`src/hdl/twb_ram.sv`:
```
// ----------------------------------------------------------------------------
// twb_ram
// Generic single-write, single-read RAM with registered read data. Reads
// return the old contents on a same-cycle write. The enable holds the port.
// ----------------------------------------------------------------------------
`default_nettype none

module twb_ram #(
    parameter int W = 8,
    parameter int D = 16
) (
    input  wire                         i_clk,
    input  wire                         i_en,
    input  wire                         i_we,
    input  wire  [(D > 1 ? $clog2(D) : 1)-1:0] i_waddr,
    input  wire  [W-1:0]                i_wdata,
    input  wire  [(D > 1 ? $clog2(D) : 1)-1:0] i_raddr,
    output logic [W-1:0]                o_rdata
);

    logic [W-1:0] mem [D];

    always_ff @(posedge i_clk) begin
        if (i_en) begin
            if (i_we) begin
                mem[i_waddr] <= i_wdata;
            end
            o_rdata <= mem[i_raddr];
        end
    end

endmodule

`default_nettype wire

```
`config.mk`:
```
export PLATFORM = sky130hd
export DESIGN_NAME = twb_ram
export DESIGN_NICKNAME = d
export VERILOG_FILES = /design/src/hdl/twb_ram.sv
export SDC_FILE = /design/constraint.sdc
export NUM_CORES = 1
export LEC_CHECK = 0
export BUFFER_PORTS_ARGS = -buffer_cell sky130_fd_sc_hd__buf_4
export CORE_UTILIZATION = 45
export CTS_CLUSTER_SIZE = 10
export DETAILED_ROUTE_END_ITERATION = 16
export GPL_TIMING_DRIVEN = 0
export PLACE_DENSITY = 0.67
export SLEW_MARGIN = 20
export SYNTH_ARGS = -nofsm -noshare
export SYNTH_HDL_FRONTEND = slang
export SYNTH_SLANG_ARGS = --single-unit
```
`constraint.sdc`:
```
create_clock -name i_clk -period 2.2 [get_ports i_clk]
set_input_delay 0.33 -clock i_clk [delete_from_list [all_inputs] [get_ports i_clk]]
set_output_delay 0.33 -clock i_clk [all_outputs]
set_load 0.01 [all_outputs]
```
==> impl_results.md <==
* Status: finished clean
* Smallest setup slack after layout at 0.5794 ns
* Design internal power at 0.004541 W
* Capturing element type of the critical path: flip-flop
* CORE AREA at between 10000 and 15000 µm²
* Launching element type of the critical path: primary input
* Count of nets left with antenna violations after detail routing at 0
* YS warnings at 0
* Largest family of logic cells by synthesized area: multiplexers
* Number of instances on the worst hold path at 1
* Total number of vias at around 2.4k
* All-layer global routing usage at 18.16%
* R2r setup slk at 0.70 ns
* Num ports at 27
* CTS Sinks at 136
* Xor/xnor share of the synthesized area at 0%
* Height of the chip at 109.8 µm
* CTS tree: done
* Row count at 39
* Area growth from synthesis to layout at 17.34%
* Flip-flop and latch count after synthesis at 136
* Pre-CTS worst setup slack at roughly 0.18 ns
* Mean cell area of the mapped netlist at 22.75 µm²
* Power density over cell area at 921.8 nW/µm²
* Dpl cells at between 300 and 400
* Clock slew at the register clock pins of the worst setup and hold paths at 0.05 ns
* Fill cell instance count of the final layout at 862
* Antenna diodes at 0
* Initial antenna violation count at 0
* Share of final-layout standard cells stronger than drive strength 1 at 27.97%
* Endpoint with the worst hold slack: mem[15][5]
* Number of buffers added to fix hold violations after cts at 0
* Final count of negative-setup-slack endpoints at 0
* Number of standard cells in the layout, taps in and fillers out at 429
* Root buffer cell: clkbuf_16
* Iter 0 DRT Violations at 160
* Worst setup path class: in2reg
* Power after layout at 0.005660 W
* Peak supply drop at roughly 0.00057 V
* Drc violations at 0
* Pins Over Slew Limit at 0
* Worst-path maximum fanout at 12
* Post-synthesis net count at 249
* Worst-margin pin slew at 0.8751 ns
* Share of synthesized area occupied by flip-flops and latches at 78.05%
* Max capacitance violation total at 0
* Worst R2R Path Depth at 3
* Number of global-route vias before repair at 2429
* TritonCTS buffer count at 17
* Overall overflow remaining after global route at 0
* Cts repair resizes at 0
* Final core area utilization at 54.00%
* Clock network latency to the later pin of the worst-skew pair at 0.41 ns
* Number of levels in the clock H-tree at 4
* Global placement routability congestion at 0.7400
* Max Fclk at 617.0 MHz
* Number of library cell types mapped by synthesis at 18
* Startpoint of the worst register-to-register path: mem[9][3]
* Arrival time at the worst endpoint at 1.65 ns
* Kind of path behind the tightest hold check: in2reg
* Cell area after placement at ~5600 µm²
* Placed wire-length estimate at 6110 µm
* Proportion of power drawn by flip-flops and latches at 51.4%
* Area taken by multi-input logic gates at 1082 µm²
* FF-to-FF End: o_rdata[3]
* Largest net degree at the start of global routing at 17
* Worst EP required at 2.23 ns
* Global-route wire length before repair at ~15000 µm
* Initial cell density of the core at 46.02%
* Share of synthesized cell area in full adder, half adder and majority cells at 0%
* Overall die width at approximately 110 µm
* Vias per inst at roughly 5.6
* Routed Wire Length at between 9000 and 10000 µm
* Layout net count at a little under 300
* Sw power at around 0.0011 W
* Complex-gate fraction of the synthesized area at around 2.3%
* Clock skew at 0.01008 ns
* Hold Vio Cnt, Final at 0
* Number of standard cells after synthesis at 230
* Worst Min Path Start: i_wdata[5]
* Clock group share of total power at 43.8%
* Storage cell area at 4084 µm²
* Number of buffers inserted to repair setup after CTS at 0
* Multiplexer area fraction after synthesis at between 10% and 20%
* Synth Area in Simple Gates at under 10%
* Static leakage at 2.014 nW
* Switching portion of total power at 19.77%
* Post-layout min period at 1.621 ns
* Die area at around 12000 µm²
* Input/output buffers at 25
* Worst slew margin relative to its limit at 41.44%
* Part of the total power dissipated in combinational logic at 4.9%
* DRT Pass-1 Iters at 4
* Maximum clock insertion buffer count at 2
* Post-synth design cell area at 5233 µm²
* DR WL/cell at 22.37 µm
* Final design area excluding fillers at 6140 µm²
* Final cycle utilization of the critical path at 73.67%
* RSZ-0062 raised after global routing: false
[flip-flops by register name, summed over array words and instances, names as in the netlist]
name     cells
mem        128
o_rdata      8
[power groups by stage]
stage               registers, W  clock network (W)  logic, W
CTS                      0.00291            0.00250  0.000280
floorplan                0.00297                  0  0.000134
finish                   0.00291            0.00248  0.000275
global placement         0.00296                  0  0.000273
global route             0.00291            0.00262  0.000298
detailed placement       0.00296                  0  0.000280
[critical path, stage by stage]
cell,delay [ns]
buf_4,0.18
nand2_1,0.07
or3_1,0.37
nor2_1,0.69
[cell type report]
cell class              instances  area share (%)
plain buffers                  10           1.406
clock buffers                  20           7.112
clock inverters                11           1.365
multi-input cells              84           17.63
flip-flops and latches        136           66.52
well taps                     143           2.914
repair buffers                 25           3.057
[Yosys cell counts]
cell type	number	area share (%)
and2_1	1	0.12
nand2_1	10	0.72
nand2b_1	2	0.24
a22oi_1	16	2.3
buf_4	1	0.14
edfxtp_1	136	78
nor2b_1	1	0.12
nor2_1	13	0.93
nor3_1	4	0.38
and2b_1	1	0.14
or3_1	1	0.12
nand4_1	1	0.12
nand4b_1	2	0.33
clkdlybuf4s25_2	3	0.57
mux4_1	14	7.0
buf_6	3	0.65
buf_2	3	0.29
mux4_2	18	7.7
[cells by family after synthesis]
logic type,after synthesis
DFF,136
muxes,32
AOI/OAI and AO/OA,16
buffers and inverters,10
and+or+nand+nor,36
[metal layers]
metal	track usage, %	share of wire, %
met1	25.28	44
met2	26.34	47
met3	5.039	7.4
met4	9.238	1.7
met5	0	0
[layout by cell type, fill, tap and decap left out]
| master | synthesis | layout |
|---|---|---|
| and2b_1 | 1 | 1 |
| bufinv_16 | 0 | 1 |
| edfxtp_1 | 136 | 136 |
| nor2b_1 | 1 | 1 |
| nand2b_1 | 2 | 2 |
| clkbuf_1 | 0 | 3 |
| clkinv_2 | 0 | 1 |
| clkinv_1 | 0 | 5 |
| mux4_2 | 18 | 18 |
| nand4b_1 | 2 | 2 |
| mux4_1 | 14 | 14 |
| nand2_1 | 10 | 10 |
| clkinvlp_4 | 0 | 4 |
| nand4_1 | 1 | 1 |
| and2_1 | 1 | 1 |
| clkbuf_16 | 0 | 17 |
| buf_2 | 3 | 3 |
| or3_1 | 1 | 1 |
| buf_4 | 1 | 26 |
| nor2_1 | 13 | 13 |
| buf_6 | 3 | 3 |
| a22oi_1 | 16 | 16 |
| nor3_2 | 0 | 4 |
| clkdlybuf4s25_2 | 3 | 3 |
[stage by stage]
step	hold WS (ns)	setup TNS [ns]
6_report	0.2472	0
5_1_grt	0.2451	0
4_1_cts	0.2393	0
3_5_place_dp	0.6583	0
3_3_place_gp	0.6444	-0.8870
2_1_floorplan	0.4289	0
[how the worst max path moves through the flow]
stage | from | end | slack [ns] | cells past startpoint
finish | i_en | mem[3][4] | 0.58 | 4
global route | i_en | mem[2][5] | 0.54 | 4
CTS | i_en | mem[3][6] | 0.60 | 4
detailed placement | i_en | mem[3][0] | 0.18 | 4
global placement | i_en | mem[0][7] | -0.11 | 4
floorplan | i_waddr[2] | mem[0][0] | 0.46 | 2
No activity file was read; power rests on OpenSTA's default activity.
